<file path="config.mk">
export PLATFORM = sky130hd
export DESIGN_NAME = stream_first_match_replace_top
export DESIGN_NICKNAME = d
export VERILOG_FILES = /design/src/design/sfmr_pkg.sv /design/src/design/sfmr_front.sv /design/src/design/sfmr_fifo.sv /design/src/design/sfmr_back.sv /design/src/design/stream_first_match_replace_top.sv
export SDC_FILE = /design/constraint.sdc
export NUM_CORES = 1
export LEC_CHECK = 0
export BUFFER_PORTS_ARGS = -buffer_cell sky130_fd_sc_hd__buf_2
export CORE_MARGIN = 5
export CORE_UTILIZATION = 45
export CTS_CLUSTER_SIZE = 16
export DETAILED_ROUTE_END_ITERATION = 6
export HOLD_SLACK_MARGIN = 0.15
export PLACE_DENSITY = 0.7
export SKIP_LAST_GASP = 1
export SLEW_MARGIN = 10
export SYNTH_ARGS = -nofsm -noshare
export SYNTH_HDL_FRONTEND = slang
export SYNTH_HIERARCHICAL = 1
export SYNTH_SLANG_ARGS = --single-unit
</file>
<file path="constraint.sdc">
create_clock -name clk_i -period 7.3 [get_ports clk_i]
set_input_delay 0.365 -clock clk_i [delete_from_list [all_inputs] [get_ports clk_i]]
set_output_delay 0.365 -clock clk_i [all_outputs]
set_load 0.02 [all_outputs]
</file>
<file path="src/design/sfmr_pkg.sv">
// Shared types and constants for the stream first-match replace block.
// Used by sfmr_front, sfmr_fifo, sfmr_back and stream_first_match_replace_top.
package sfmr_pkg;

  localparam int MAX_PATTERN = 8;
  localparam int BYTE_W      = 8;
  localparam int WIN_W       = MAX_PATTERN * BYTE_W;
  localparam int LEN_W       = 4;
  localparam int IDX_W       = $clog2(MAX_PATTERN);
  localparam int CFG_IDX_W   = 2;
  localparam int FIFO_DEPTH  = 4;

  typedef enum logic [CFG_IDX_W-1:0] {
    CFG_PATTERN  = 2'd0,
    CFG_PAT_LEN  = 2'd1,
    CFG_REPL     = 2'd2,
    CFG_REPL_LEN = 2'd3
  } cfg_idx_e;

  typedef struct packed {
    logic [WIN_W-1:0] pattern;
    logic [LEN_W-1:0] pat_len;
    logic [WIN_W-1:0] repl;
    logic [LEN_W-1:0] repl_len;
  } cfg_t;

  // One step's worth of results: bytes[0] goes out first, count of 0 with
  // last set is an empty end marker.
  typedef struct packed {
    logic [WIN_W-1:0] bytes;
    logic [LEN_W-1:0] count;
    logic             last;
  } entry_t;

endpackage

</file>
<file path="src/design/sfmr_front.sv">
// Front part: accepts items, keeps the match window and decides what each
// item emits. Depends on sfmr_pkg; feeds entries into sfmr_fifo.
module sfmr_front (
  input  logic                          clk_i,
  input  logic                          rst_ni,
  input  sfmr_pkg::cfg_t                cfg_i,
  input  logic                          accept_i,
  input  logic [sfmr_pkg::BYTE_W-1:0]   byte_i,
  input  logic                          has_i,
  input  logic                          last_i,
  output logic                          push_o,
  output sfmr_pkg::entry_t              entry_o
);
  import sfmr_pkg::*;

  typedef enum logic [1:0] {
    SRC_WINDOW,
    SRC_REPL,
    SRC_BYTE
  } src_e;

  logic [WIN_W-1:0] win_q, win_d;
  logic [LEN_W-1:0] cnt_q, cnt_d;
  logic             replaced_q, replaced_d;

  logic [LEN_W-1:0] pl, rl, cnt1, emit;
  logic [WIN_W-1:0] win_app;
  logic             match;
  src_e             src;

  // Effective lengths: pattern 1..MAX_PATTERN, replacement 0..MAX_PATTERN.
  always_comb begin
    if (cfg_i.pat_len == '0) begin
      pl = LEN_W'(1);
    end else if (cfg_i.pat_len > LEN_W'(MAX_PATTERN)) begin
      pl = LEN_W'(MAX_PATTERN);
    end else begin
      pl = cfg_i.pat_len;
    end
    if (cfg_i.repl_len > LEN_W'(MAX_PATTERN)) begin
      rl = LEN_W'(MAX_PATTERN);
    end else begin
      rl = cfg_i.repl_len;
    end
  end

  // Window with the new byte appended after the held bytes.
  always_comb begin
    for (int i = 0; i < MAX_PATTERN; i++) begin
      if (has_i && (cnt_q == LEN_W'(i))) begin
        win_app[i*BYTE_W +: BYTE_W] = byte_i;
      end else begin
        win_app[i*BYTE_W +: BYTE_W] = win_q[i*BYTE_W +: BYTE_W];
      end
    end
    cnt1 = cnt_q + LEN_W'(has_i);
  end

  always_comb begin
    match = 1'b1;
    for (int i = 0; i < MAX_PATTERN; i++) begin
      if ((LEN_W'(i) < pl) &&
          (win_app[i*BYTE_W +: BYTE_W] != cfg_i.pattern[i*BYTE_W +: BYTE_W])) begin
        match = 1'b0;
      end
    end
  end

  // Classify the item: how many results, taken from where.
  always_comb begin
    src        = SRC_WINDOW;
    emit       = '0;
    replaced_d = replaced_q;
    if (!has_i) begin
      emit = last_i ? cnt_q : '0;
    end else if (replaced_q) begin
      src  = SRC_BYTE;
      emit = LEN_W'(1);
    end else if (cnt_q >= pl) begin
      // window over-full after a length change: drain down to pl-1
      emit = last_i ? cnt1 : (cnt1 - (pl - LEN_W'(1)));
    end else if (cnt1 == pl) begin
      if (match) begin
        src        = SRC_REPL;
        emit       = rl;
        replaced_d = 1'b1;
      end else begin
        emit = last_i ? cnt1 : LEN_W'(1);
      end
    end else begin
      emit = last_i ? cnt1 : '0;
    end

    win_d = win_app >> ({3'b000, emit} << 3);
    if (src == SRC_WINDOW) begin
      cnt_d = cnt1 - emit;
    end else begin
      cnt_d = '0;
    end
    if (last_i) begin
      cnt_d      = '0;
      replaced_d = 1'b0;
    end
  end

  always_comb begin
    case (src)
      SRC_WINDOW: entry_o.bytes = win_app;
      SRC_REPL:   entry_o.bytes = cfg_i.repl;
      SRC_BYTE:   entry_o.bytes = {{(WIN_W-BYTE_W){1'b0}}, byte_i};
      default:    entry_o.bytes = win_app;
    endcase
    entry_o.count = emit;
    entry_o.last  = last_i;
    push_o        = accept_i && ((emit != '0) || last_i);
  end

  always_ff @(posedge clk_i or negedge rst_ni) begin
    if (!rst_ni) begin
      cnt_q      <= '0;
      replaced_q <= 1'b0;
    end else if (accept_i) begin
      cnt_q      <= cnt_d;
      replaced_q <= replaced_d;
    end
  end

  always_ff @(posedge clk_i) begin
    if (accept_i) begin
      win_q <= win_d;
    end
  end

`ifndef SYNTH
  a_win_bound: assert property (@(posedge clk_i) disable iff (!rst_ni)
    cnt_q <= LEN_W'(MAX_PATTERN - 1))
    else $error("window holds too many bytes");

  a_replaced_empty: assert property (@(posedge clk_i) disable iff (!rst_ni)
    replaced_q |-> (cnt_q == '0))
    else $error("window not empty after replacement");
`endif

endmodule

</file>
<file path="src/design/sfmr_fifo.sv">
// Short queue of result entries between front and back parts.
// Depends on sfmr_pkg for entry_t and FIFO_DEPTH.
module sfmr_fifo (
  input  logic             clk_i,
  input  logic             rst_ni,
  input  logic             push_i,
  input  sfmr_pkg::entry_t wdata_i,
  output logic             full_o,
  input  logic             pop_i,
  output logic             empty_o,
  output sfmr_pkg::entry_t rdata_o
);
  import sfmr_pkg::*;

  localparam int PTR_W = $clog2(FIFO_DEPTH);
  localparam int CNT_W = $clog2(FIFO_DEPTH + 1);

  entry_t           mem_q [FIFO_DEPTH];
  logic [PTR_W-1:0] wr_q, wr_d, rd_q, rd_d;
  logic [CNT_W-1:0] cnt_q, cnt_d;

  assign full_o  = (cnt_q == CNT_W'(FIFO_DEPTH));
  assign empty_o = (cnt_q == '0);
  assign rdata_o = mem_q[rd_q];

  always_comb begin
    wr_d  = wr_q;
    rd_d  = rd_q;
    cnt_d = cnt_q;
    if (push_i) begin
      wr_d = (wr_q == PTR_W'(FIFO_DEPTH - 1)) ? '0 : wr_q + PTR_W'(1);
    end
    if (pop_i) begin
      rd_d = (rd_q == PTR_W'(FIFO_DEPTH - 1)) ? '0 : rd_q + PTR_W'(1);
    end
    if (push_i && !pop_i) begin
      cnt_d = cnt_q + CNT_W'(1);
    end else if (pop_i && !push_i) begin
      cnt_d = cnt_q - CNT_W'(1);
    end
  end

  always_ff @(posedge clk_i or negedge rst_ni) begin
    if (!rst_ni) begin
      wr_q  <= '0;
      rd_q  <= '0;
      cnt_q <= '0;
    end else begin
      wr_q  <= wr_d;
      rd_q  <= rd_d;
      cnt_q <= cnt_d;
    end
  end

  always_ff @(posedge clk_i) begin
    if (push_i) begin
      mem_q[wr_q] <= wdata_i;
    end
  end

`ifndef SYNTH
  a_fill_track: assert property (@(posedge clk_i) disable iff (!rst_ni)
    (push_i && !pop_i) |=> (cnt_q == $past(cnt_q) + CNT_W'(1)))
    else $error("queue fill count lost a push");
`endif

endmodule

</file>
<file path="src/design/sfmr_back.sv">
// Back part: walks the head queue entry and sends one result item per cycle
// when ready_i is high. Depends on sfmr_pkg; reads entries from sfmr_fifo.
module sfmr_back (
  input  logic                        clk_i,
  input  logic                        rst_ni,
  input  logic                        empty_i,
  input  sfmr_pkg::entry_t            head_i,
  output logic                        pop_o,
  output logic                        valid_o,
  input  logic                        ready_i,
  output logic [sfmr_pkg::BYTE_W-1:0] byte_o,
  output logic                        byte_valid_o,
  output logic                        last_o
);
  import sfmr_pkg::*;

  logic [IDX_W-1:0] idx_q, idx_d;
  logic             final_res, take;

  // The last result of an entry is its final byte, or the empty marker.
  assign final_res    = (head_i.count == '0) ||
                        ({1'b0, idx_q} == (head_i.count - LEN_W'(1)));
  assign valid_o      = !empty_i;
  assign take         = valid_o && ready_i;
  assign pop_o        = take && final_res;
  assign byte_valid_o = (head_i.count != '0);
  assign byte_o       = byte_valid_o ? head_i.bytes[idx_q*BYTE_W +: BYTE_W] : '0;
  assign last_o       = head_i.last && final_res;

  always_comb begin
    idx_d = idx_q;
    if (take) begin
      idx_d = final_res ? '0 : idx_q + IDX_W'(1);
    end
  end

  always_ff @(posedge clk_i or negedge rst_ni) begin
    if (!rst_ni) begin
      idx_q <= '0;
    end else begin
      idx_q <= idx_d;
    end
  end

`ifndef SYNTH
  a_idx_in_entry: assert property (@(posedge clk_i) disable iff (!rst_ni)
    (valid_o && (head_i.count != '0)) |-> ({1'b0, idx_q} < head_i.count))
    else $error("result index past end of entry");
`endif

endmodule

</file>
<file path="src/design/stream_first_match_replace_top.sv">
// Stream first-match replace: the first occurrence of a pattern in each string
// is replaced, the rest of the text passes through unchanged.
// Each item's results enter the queue between front and back when it is taken.
// One item per cycle while each item yields at most one result and the result
// side is ready; an item with more results holds the single output port until
// all are sent, and the 4-entry queue absorbs such bursts. Async low reset.
module stream_first_match_replace_top (
  input  logic                            clk_i,
  input  logic                            rst_ni,
  // configuration write port
  input  logic                            cfg_we_i,
  input  logic [sfmr_pkg::CFG_IDX_W-1:0]  cfg_idx_i,
  input  logic [sfmr_pkg::WIN_W-1:0]      cfg_data_i,
  // input stream
  input  logic                            s_axis_tvalid,
  output logic                            s_axis_tready,
  input  logic [7:0]                      s_axis_tdata,   // [7:0] text_byte
  input  logic [0:0]                      s_axis_tuser,   // [0] has_byte
  input  logic                            s_axis_tlast,   // is_last
  // result stream
  output logic                            m_axis_tvalid,
  input  logic                            m_axis_tready,
  output logic [7:0]                      m_axis_tdata,   // [7:0] out_byte
  output logic [0:0]                      m_axis_tuser,   // [0] out_valid
  output logic                            m_axis_tlast    // out_last
);
  import sfmr_pkg::*;

  cfg_t   cfg_q;
  entry_t push_entry, head_entry;
  logic   push, pop, fifo_full, fifo_empty;
  logic   in_take;

  // Hold the configuration registers; an index with no register is dropped.
  always_ff @(posedge clk_i or negedge rst_ni) begin
    if (!rst_ni) begin
      cfg_q.pattern  <= '0;
      cfg_q.pat_len  <= LEN_W'(1);
      cfg_q.repl     <= '0;
      cfg_q.repl_len <= '0;
    end else if (cfg_we_i) begin
      case (cfg_idx_e'(cfg_idx_i))
        CFG_PATTERN:  cfg_q.pattern  <= cfg_data_i;
        CFG_PAT_LEN:  cfg_q.pat_len  <= cfg_data_i[LEN_W-1:0];
        CFG_REPL:     cfg_q.repl     <= cfg_data_i;
        CFG_REPL_LEN: cfg_q.repl_len <= cfg_data_i[LEN_W-1:0];
        default:      ;
      endcase
    end
  end

  // Take a new item whenever the queue has room, even while results wait.
  assign s_axis_tready = !fifo_full;
  assign in_take       = s_axis_tvalid && s_axis_tready;

  sfmr_front u_front (
    .clk_i    (clk_i),
    .rst_ni   (rst_ni),
    .cfg_i    (cfg_q),
    .accept_i (in_take),
    .byte_i   (s_axis_tdata),
    .has_i    (s_axis_tuser[0]),
    .last_i   (s_axis_tlast),
    .push_o   (push),
    .entry_o  (push_entry)
  );

  sfmr_fifo u_fifo (
    .clk_i   (clk_i),
    .rst_ni  (rst_ni),
    .push_i  (push),
    .wdata_i (push_entry),
    .full_o  (fifo_full),
    .pop_i   (pop),
    .empty_o (fifo_empty),
    .rdata_o (head_entry)
  );

  // Drain one result per cycle from the head entry while m_axis_tready is high.
  sfmr_back u_back (
    .clk_i        (clk_i),
    .rst_ni       (rst_ni),
    .empty_i      (fifo_empty),
    .head_i       (head_entry),
    .pop_o        (pop),
    .valid_o      (m_axis_tvalid),
    .ready_i      (m_axis_tready),
    .byte_o       (m_axis_tdata),
    .byte_valid_o (m_axis_tuser[0]),
    .last_o       (m_axis_tlast)
  );

endmodule

</file>
## After elaboration in Yosys (flattened, before gate mapping)

Memories as Yosys holds them, arrays and structs flattened.
Index checks and enable logic that the tools add are counted.

| word-level totals | value |
|---|---|
| bits in registers | 215 |
| memory bits (writable) | 276 |
| input bits | 81 |
| output and inout port bits | 12 |
| word-level logic and storage cells | 154 |
| memories | 1 |

Memories:

| memory | depth | width | read ports | clocked after memory_dff | wr ports | RTL line | RTL |
|---|---|---|---|---|---|---|---|
| u_fifo.mem_q | 4 | 69 | 1 | 0 | 1 | sfmr_fifo.sv:18 | `entry_t mem_q [FIFO_DEPTH];` |

| cells by class | value |
|---|---|
| add/sub/neg operators | 10 |
| $lt $le $gt $ge | 11 |
| equality and inequality tests | 25 |
| shift operators | 2 |
| multiplexer cells | 50 |
| reduce and logical (&&, ||, !) cells | 44 |

Operator list:

| kind | number |
|---|---|
| $pmux 64 s2 | 1 |
| $mux 8 | 9 |
| $ne 8x8->1 | 8 |
| $shiftx 64x7->8 | 1 |
| $shr 64x7->64 | 1 |
| $mux 4 | 14 |
| $logic_and 1x1->1 | 23 |
| $mux 1 | 17 |
| $eq 4x3->1 const B | 4 |
| $lt 3x4->1 const A | 4 |
| $logic_not 4->1 | 3 |
| $mux 2 | 6 |
| $eq 2x2->1 const B | 5 |
| $reduce_and 2->1 | 5 |
| $mux 3 | 3 |
| $eq 4x2->1 const B | 2 |
| $gt 4x4->1 const B | 2 |
| $lt 1x4->1 const A | 2 |
| $lt 2x4->1 const A | 2 |
| $reduce_bool 4->1 | 2 |
| $sub 4x1->4 const B | 2 |
| $sub 4x4->4 | 2 |
| $add 3x1->3 const B | 2 |
| $add 2x1->2 const B | 2 |
| other kinds (13) | 20 |

## Longest topological paths before layout

Gate-level depths: netlist of run 1.

| depth | value |
|---|---|
| word-level depth | 25 |
| mapped depth | 25 |
| mapped depth without buffers | 21 |

## Hierarchy

The synthesis of run 1 kept the hierarchy.

Modules (own cells, without submodules):

| module | times used | cells each | area an instance (um^2) | seq. area each (um^2) |
|---|---|---|---|---|
| sfmr_fifo | 1 | 398 | 10447.5 | 8463.1 |
| sfmr_front | 1 | 1021 | 8109.0 | 2047.0 |
| stream_first_match_replace_top | 1 | 292 | 5691.7 | 3404.5 |
| sfmr_back | 1 | 75 | 848.3 | 75.1 |

## Least setup slack after synthesis of run 1

No wires, ideal clock.

| path | value |
|---|---|
| path kind | register -> register |
| from | register u_fifo.cnt_q[2] |
| to | memory u_fifo/mem_q[1][0] (netlist name), enable pin |
| library setup time | 0.434 ns |
| arrival time | 6.904 ns |
| data required time | 6.866 ns |
| setup slack | -0.038 ns |
| cell stages (with the launch flop) | 6 |
| path buffers | 0 |
| period minus slack after synthesis | 7.338 ns |
| cell sequence | dfrtp_1 nor3b_1 nor2b_1 clkinv_1 a41oi_1 and2_1 |

| on the way | value |
|---|---|
| longest elaborated chain between the ends | 6 |

Ends and longest elaborated chain:

| item | RTL line | RTL |
|---|---|---|
| start: declaration | sfmr_fifo.sv:20 | `logic [CNT_W-1:0] cnt_q, cnt_d;` |
| start signal: assignment | sfmr_fifo.sv:51 | `cnt_q <= cnt_d;` |
| $eq 3x3->1 | sfmr_fifo.sv:22 | `assign full_o = (cnt_q == CNT_W'(FIFO_DEPTH));` |
| net fifo_full | stream_first_match_replace_top.sv:31 | `logic push, pop, fifo_full, fifo_empty;` |
| $logic_not 1->1 | stream_first_match_replace_top.sv:53 | `assign s_axis_tready = !fifo_full;` |
| $logic_and 1x1->1 | stream_first_match_replace_top.sv:54 | `assign in_take = s_axis_tvalid && s_axis_tready;` |
| net in_take | stream_first_match_replace_top.sv:32 | `logic in_take;` |
| $logic_and 1x1->1 | sfmr_front.sv:115 | `push_o = accept_i && ((emit != '0) \|\| last_i);` |
| net push | stream_first_match_replace_top.sv:31 |  |
| $mux 1 | sfmr_fifo.sv:56 | `if (push_i) begin` |
| $mux 1 (implied by the code) | sfmr_fifo.sv:57 | `mem_q[wr_q] <= wdata_i;` |
| end: declaration | sfmr_fifo.sv:18 |  |

The timed path passes the listed nets, and every way through them passes these cells.

## Final worst setup path of run 1

| path | value |
|---|---|
| from | register u_front.cnt_q[2] |
| to | register u_fifo.cnt_q[1] |

| on the way | value |
|---|---|
| elaborated cells on any way between the ends | 69 |
| classes of those cells | 2 x add/sub; 1 x order compare; 16 x eq/ne; 26 x mux; 24 x reduce/logical |

RTL lines:

| item | RTL line | RTL |
|---|---|---|
| start: declaration | sfmr_front.sv:23 | `logic [LEN_W-1:0] cnt_q, cnt_d;` |
| start signal: assignment | sfmr_front.sv:123 | `cnt_q <= cnt_d;` |
| $logic_not 4->1 | sfmr_front.sv:50 | `if (has_i && (cnt_q == LEN_W'(i))) begin` |
| $logic_and 1x1->1 | sfmr_front.sv:50 |  |
| $mux 8 | sfmr_front.sv:50 |  |
| $ne 8x8->1 | sfmr_front.sv:63 | `(win_app[i*BYTE_W +: BYTE_W] != cfg_i.pattern[i*BYTE_W +: BYTE_W])) begin` |
| $logic_and 1x1->1 | sfmr_front.sv:62 | `if ((LEN_W'(i) < pl) &&` |
| $mux 1 (8 in series) | sfmr_front.sv:62 |  |
| $mux 4 | sfmr_front.sv:83 | `if (match) begin` |
| $mux 4 | sfmr_front.sv:82 | `end else if (cnt1 == pl) begin` |
| (+2 left out) | - |  |
| $mux 4 * | sfmr_front.sv:74 | `if (!has_i) begin` |
| $reduce_bool 4->1 * | sfmr_front.sv:115 |  |
| $logic_or 1x1->1 * | sfmr_front.sv:115 |  |
| $logic_and 1x1->1 * | sfmr_front.sv:115 |  |
| net push | stream_first_match_replace_top.sv:31 |  |
| $logic_and 1x1->1 * | sfmr_fifo.sv:36 | `if (push_i && !pop_i) begin` |
| $mux 3 * | sfmr_fifo.sv:36 |  |
| net u_fifo.cnt_d[1] | sfmr_fifo.sv:20 |  |

The timed path passes the listed nets; every way through them passes the cells marked *.
A chain may end at the register's enable or synchronous reset.

==> results of run 1 <==
==> registers in the layout, indices dropped and copies added (netlist names) <==
signal              flops
u_fifo/rd_q             2
u_front/replaced_q      1
cfg_q                 136
u_front/win_q          64
u_fifo/cnt_q            3
u_back/idx_q            3
u_fifo/mem_q          276
u_front/cnt_q           4
u_fifo/wr_q             2
==> per-stage QoR <==
step	area [sq um]	hold WS, ps	instances	util (%)	power, W
3_5_place_dp	26000	454	2546	47.1	0.00990
5_1_grt	28400	257	2706	51.4	0.0132
6_report	28400	230	2707	51.4	0.0126
4_1_cts	28400	212	2706	51.4	0.0126
3_3_place_gp	26000	443	2546	47.1	0.00979
2_1_floorplan	25100	69.4	1786	-	0.00819
==> metal layers <==
| metal | share of wire, % | vias up |
|---|---|---|
| met5 | 0 | - |
| met1 | 40 | 8438 |
| met3 | 9.0 | 176 |
| li1 | - | 7125 |
| met2 | 47 | 865 |
| met4 | 3.6 | 0 |
==> power by group through the flow <==
| stage | sequential (W) | combinational [W] | clock, W |
|---|---|---|---|
| floorplan | 0.00443 | 0.00376 | 0 |
| global placement | 0.00474 | 0.00505 | 0 |
| detailed placement | 0.00478 | 0.00513 | 0 |
| CTS | 0.00473 | 0.00519 | 0.00267 |
| global route | 0.00480 | 0.00557 | 0.00279 |
| finish | 0.00473 | 0.00528 | 0.00263 |
==> placed cells by master, fill, tap and decap left out, drive strengths merged, types with 59 or more instances in the layout <==
cell type	instances
inv	65
edfxtp	340
mux2i	86
mux2	145
nand2	85
nor2	80
mux4	85
buf	133
dfrtp	150
a21oi	59
dlygate4sd3	66
clkbuf	70
==> worst max-delay path, stage by stage (launching register included) <==
cell and delay [ps]:
dfrtp_1 580, and3b_1 580, nand2_1 330, a21oi_1 540
o211ai_1 320, o41ai_1 680, nand4_1 240, or4_4 510
o311ai_1 340, and2_1 400, and2_1 210, a41oi_1 120
buf_4 210, ha_1 230, inv_1 80, fa_1 410
mux2_2 260
==> final cells by class <==
cell class | count | area [sq um] | share of cell area, %
timing repair buffer | 199 | 1490 | 5.24
sequential | 491 | 14000 | 49.3
multi-input combinational | 1112 | 10000 | 35.3
clock buffer | 70 | 1400 | 4.92
inverter | 62 | 233 | 0.820
antenna | 1 | 2.50 | 0.00882
clock inverter | 24 | 302 | 1.06
tap | 748 | 936 | 3.30
==> timing repair <==
action	in CTS	in global routing
hold endpoints to repair	216	0
hold buffers	66	0
setup endpoints to repair	0	0
==> cell families after synthesis <==
| family | after synthesis | share of synthesized area, % |
|---|---|---|
| buffers and inverters | 183 | 4.49 |
| AOI/OAI and AO/OA | 299 | 8.35 |
| xor gates and xnor gates | 75 | 2.67 |
| adders and majority gates | 25 | 1.34 |
| and+or+nand+nor | 397 | 8.04 |
| DFF | 491 | 55.7 |
| muxes | 316 | 19.4 |
==> path summary, 6_finish.rpt <==
check                            startpoint            endpoint
min in group asynchronous            rst_ni           cfg_q[60]
hold / removal                 s_axis_tuser  u_front/replaced_q
max in group asynchronous            rst_ni           cfg_q[97]
setup / recovery           u_front/cnt_q[2]     u_fifo/cnt_q[1]
hold reg to reg             u_fifo/cnt_q[2]     u_fifo/cnt_q[2]
setup reg to reg           u_front/cnt_q[2]     u_fifo/cnt_q[1]
==> impl_results.md, run 1 <==
* Core box area at 55200 sq um
* Clock power frac at 20.8%
* Unrepaired setup endpoints after global routing: false
* Post-Route WL at 72900 microns
* Vias in the first global route at 16460
* Clock Latency Late Sink at 610 ps
* Routed Antenna Nets at 0
* Global Route met2 Usage at 38.3%
* Largest net degree at the start of global routing at 81
* Met3 Usage GRT at 4.78%
* Critical path launch point type: flip-flop
* Mapped cell area at 25100 sq um
* Post-Syn Instances at 1786
* Post-CTS setup repair buffer count at 0
* Hpwl dp at 50900 microns
* Critical path class: reg2reg
* Crit path DAT at 6640 ps
* Die Wd at 246 microns
* Io pins at 93
* CTS sink cnt at 491
* IO buf count at 92
* Synth top cells by count: edfxtp_1 (340), dfrtp_1 (150), mux2_4 (120)
* Switching fraction of total power at 38.4%
* Final Max Tran Viols at 0
* Fin. Hold Viols at 0
* Global routing usage on met1 at 32.4%
* Area share of the largest cell type after synthesis at 40.7%
* Yosys top cell by area: edfxtp_1
* Leakage at 11.0 nW
* DR WL/cell at 26.9 microns
* Relative slew slack at 17.7%
* # fillers at 4540
* Layout cells sized above 1 at 24.1%
* Yosys cell types at 87
* Peak supply drop at 0.294 mV
* Ranking of synthesized cells by area: edfxtp_1 (41%), dfrtp_1 (15%), mux4_2 (7.5%), mux2_4 (7.2%), mux2i_1 (3.4%)
* Syn Nets at 1892
* Final setup margin at 1140 ps
* Seq/Total Area, Yosys at 55.7%
* Setup crit end kind: flip-flop
* Setup TNS at 0 ps
* Ys flop type: edfxtp_1
* Initial Util at 45.5%
* Area Overhead vs Synth at 13.0%
* Die Y at 246 microns
* Vias at 16604
* CTS Buf Count at 50
* DRT Pass-1 Iters at 6
* Peak-usage layer in the global routing report: met2
* Initial antenna violation count at 1
* RePlAce Congestion at 1.03
* Grt total ovfl at 0
* WP data required at 7780 ps
* Rows at 86
* Fin crit share at 84.4%
* Yosys warnings at 6
* Logic pwr share at 41.8%
* R2R Setup Slk at 1140 ps
* Hold path depth at 3
* Avg Inst Size Synth at 14.1 sq um
* Post-synth EDFFs at 340
* Pre-CTS WS at 1350 ps
* CTS tree: done
* P_int at 0.00779 W
* Seq pwr share at 37.4%
* Die Area at 60600 sq um
* Maximum clock path buffer count at 3
* Via density at 6.13
* Worst reg2reg path depth at 16
* PwrDens at 445 nW/um^2
* Root Buffer: clkbuf_16
* Nets at 2022
* Max Fclk at 162 MHz
* Async SR Flop Fraction at 30.8%
* Total GRT Usage at 23.6%
* First-pass GRT wire length at 107000 microns
* Net Switching at 0.00485 W
* Reg clk slew, reported paths at 60 ps
* Final setup fails at 0
* Status: completed
* #FFs+latches synth at 491
* Max-cap violations at 0
* DRC viols at 0
* Setup Skew at 22.7 ps
* Post-CTS sizing at 0
* H-tree Lvls at 2
* CP max FO at 12
* Iter 0 DRT Violations at 2022
* Tightest Pin Transition at 1220 ps
* HP Class: in2reg
* Most frequent cell after synthesis: edfxtp_1
* Final min period at 6160 ps
(Power assumes the default switching activity.)
==> run 2, diff against run 1 <==
--- a/config.mk
+++ b/config.mk
@@ -5,6 +5,7 @@
 export SDC_FILE = /design/constraint.sdc
 export NUM_CORES = 1
 export LEC_CHECK = 0
+export ABC_AREA = 1
 export BUFFER_PORTS_ARGS = -buffer_cell sky130_fd_sc_hd__buf_2
 export CORE_MARGIN = 5
 export CORE_UTILIZATION = 45
==> constraint.sdc (replaced) <==
create_clock -name clk_i -period 5.4 [get_ports clk_i]
set_input_delay 0.27 -clock clk_i [delete_from_list [all_inputs] [get_ports clk_i]]
set_output_delay 0.27 -clock clk_i [all_outputs]
set_load 0.02 [all_outputs]
==> impl_results.md, run 2 <==
* Placed Area at 26800 sq um
* Syn Nets at 3112
* First-pass GRT wire length at 126000 microns
* DRC viols at 6
* Avg Inst Size Synth at 8.67 sq um
* Area share of the largest cell type after synthesis at 39.2%
* Hpwl dp at 55800 microns
* Final setup fails at 0
* Clock Latency Late Sink at 620 ps
* WP data required at 5710 ps
* Most frequent cells in the layout: nand2_1 (1000), nand3_1 (384), edfxtp_1 (340)
* Maximum clock path buffer count at 3
* Root Buffer: clkbuf_16
* Seq/Total Area, Yosys at 53.7%
* DRT Pass-1 Iters at 7
* IO buf count at 92
* CP max FO at 41
* Rows at 88
* Biggest register: u_fifo/mem_q
* Setup TNS at 0 ps
* Post-synth EDFFs at 340
* Synth top cells by count: nand2_1 (1003), nand3_1 (384), edfxtp_1 (340)
* Area Overhead vs Synth at 13.4%
* Max-cap violations at 0
* Fin crit share at 94.1%
* RR Endpoint: u_fifo/mem_q[0][52]
* Final setup margin at 320 ps
* Io pins at 93
* Grt total ovfl at 0
* Fin. Hold Viols at 0
* CTS tree: done
* Vias at 22001
* PwrDens at 616 nW/um^2
* Yosys top cell by area: edfxtp_1
* Yosys cell types at 39
* Layout cells sized above 1 at 9.27%
* Tightest Pin Transition at 1240 ps
* Final min period at 5080 ps
* Largest regs: u_fifo/mem_q (276), cfg_q (136), u_front/win_q (64)
* RePlAce Congestion at 1.03
* Setup Skew at 24.8 ps
* Initial Util at 45.3%
* Most frequent cell after synthesis: nand2_1
* Die Wd at 251 microns
* # fillers at 5263
* HP Class: in2async
* Die Y at 251 microns
* Total GRT Usage at 25.7%
* Pre-CTS WS at 558 ps
* Core utilization of the finished layout at 51.3%
* DR WL/cell at 21.3 microns
* Iter 0 DRT Violations at 2756
* Mapped cell area at 26100 sq um
* R2R Setup Slk at 320 ps
* Critical path class: reg2reg
* Peak supply drop at 0.399 mV
* Critical path launch point type: flip-flop
* Final Max Tran Viols at 0
* Async SR Flop Fraction at 30.8%
* Post-Syn Instances at 3006
* Core box area at 57600 sq um
* Failing checks: design-rule violations
* Largest net degree at the start of global routing at 118
* Via density at 5.65
* Die Area at 62800 sq um
* Crit path DAT at 5390 ps
* Max Fclk at 197 MHz
* Vias in the first global route at 20658
* Nets at 3189
* Post-CTS sizing at 0
* CTS Buf Count at 53
* Worst reg2reg path depth at 16
* H-tree Lvls at 2
* Ranking of synthesized cells by area: edfxtp_1 (39%), nand2_1 (14%), dfrtp_1 (14%), nand3_1 (7.4%), inv_1 (4.3%)
* CTS sink cnt at 491
* Setup crit end kind: flip-flop
* Most common cell after layout, fill and taps aside: nand2_1
* Status: finished, violations left
* Reg clk slew, reported paths at 60 ps
* #FFs+latches synth at 491
* Post-Route WL at 82800 microns
* Cell area after layout at 29500 sq um
* Initial antenna violation count at 4
* Relative slew slack at 17.6%
* Unrepaired setup endpoints after global routing: false
* Leakage at 13.4 nW
* Routed Antenna Nets at 0
* Startpoint of the worst register-to-register path: u_front/cnt_q[3]
* Yosys warnings at 6
* Largest register FFs at 276
* Ys flop type: edfxtp_1
[run 2: what timing repair did]
item / 4_1_cts / 5_1_grt
setup buffers: 0 / 0
endpoints found under the hold margin: 205 / 0
hold buffers: 75 / 0
[run 2: critical path, stage by stage, from the launching register on]
cell     delay [ps]
dfrtp_1         510
nor2_4          410
nand3_2         410
o21ai_1         730
xnor2_1         190
nand2_1          70
inv_1            50
nand2_1          40
nor2_1          100
nand2_1          80
a21oi_2         210
nand3_2         190
nor2_4          150
nand2_1          70
nand2_1         480
inv_2           520
a32o_1          510
[run 2: power breakdown]
part / switching [W] / leakage (nW) / total [W] / internal, W
combinational: 0.00578 / 7.36 / 0.00804 / 0.00226
sequential: 0.000489 / 5.07 / 0.00608 / 0.00559
clock: 0.00157 / 0.970 / 0.00407 / 0.00250
total: 0.00784 / 13.4 / 0.0182 / 0.0104
[run 2: cell type report]
class | count | area (sq um) | share of cell area (%)
clock inverter | 33 | 508 | 1.72
inverter | 313 | 1190 | 4.03
antenna | 1 | 2.50 | 0.00847
timing repair buffer | 210 | 1660 | 5.60
sequential | 491 | 14000 | 47.4
clock buffer | 66 | 1460 | 4.93
multi-input combinational | 2014 | 9790 | 33.1
tap | 765 | 957 | 3.24
[run 2: cell families after synthesis]
group	synth area share, %
flops	53.7
buf+inv	8.94
fa+ha+maj	1.29
compound gates	8.28
simple gates	27.2
xor+xnor	0.605
[run 2: worst max-delay path by stage]
| stage | from | end | slack [ps] | cells after the start |
|---|---|---|---|---|
| 2_1_floorplan | u_front/cnt_q[0] | u_fifo/mem_q[0][0] | 200 | 19 |
| 3_3_place_gp | u_front/cnt_q[3] | u_front/cnt_q[3] | 580 | 23 |
| 3_5_place_dp | s_axis_tuser | u_fifo/mem_q[3][52] | 560 | 19 |
| 4_1_cts | u_front/cnt_q[3] | u_front/cnt_q[3] | 560 | 23 |
| 5_1_grt | u_front/cnt_q[3] | u_front/cnt_q[3] | 190 | 23 |
| 6_report | u_front/cnt_q[3] | u_fifo/mem_q[0][52] | 320 | 16 |
[run 2: metal layers]
metal  track usage (%)  routed length, microns  up-vias
met5                 0                       8        -
met2              40.5                   37600     1115
met1              35.1                   33400    10342
met4              11.2                    4380        2
li1                  -                       -    10303
met3              4.84                    7390      239
[run 2: through the flow]
step,std cells,hold WS (ps),total power (W)
2_1_floorplan,3006,-25.6,0.0115
3_3_place_gp,3718,304,0.0138
3_5_place_dp,3718,306,0.0139
4_1_cts,3892,217,0.0181
5_1_grt,3893,253,0.0192
6_report,3893,206,0.0182
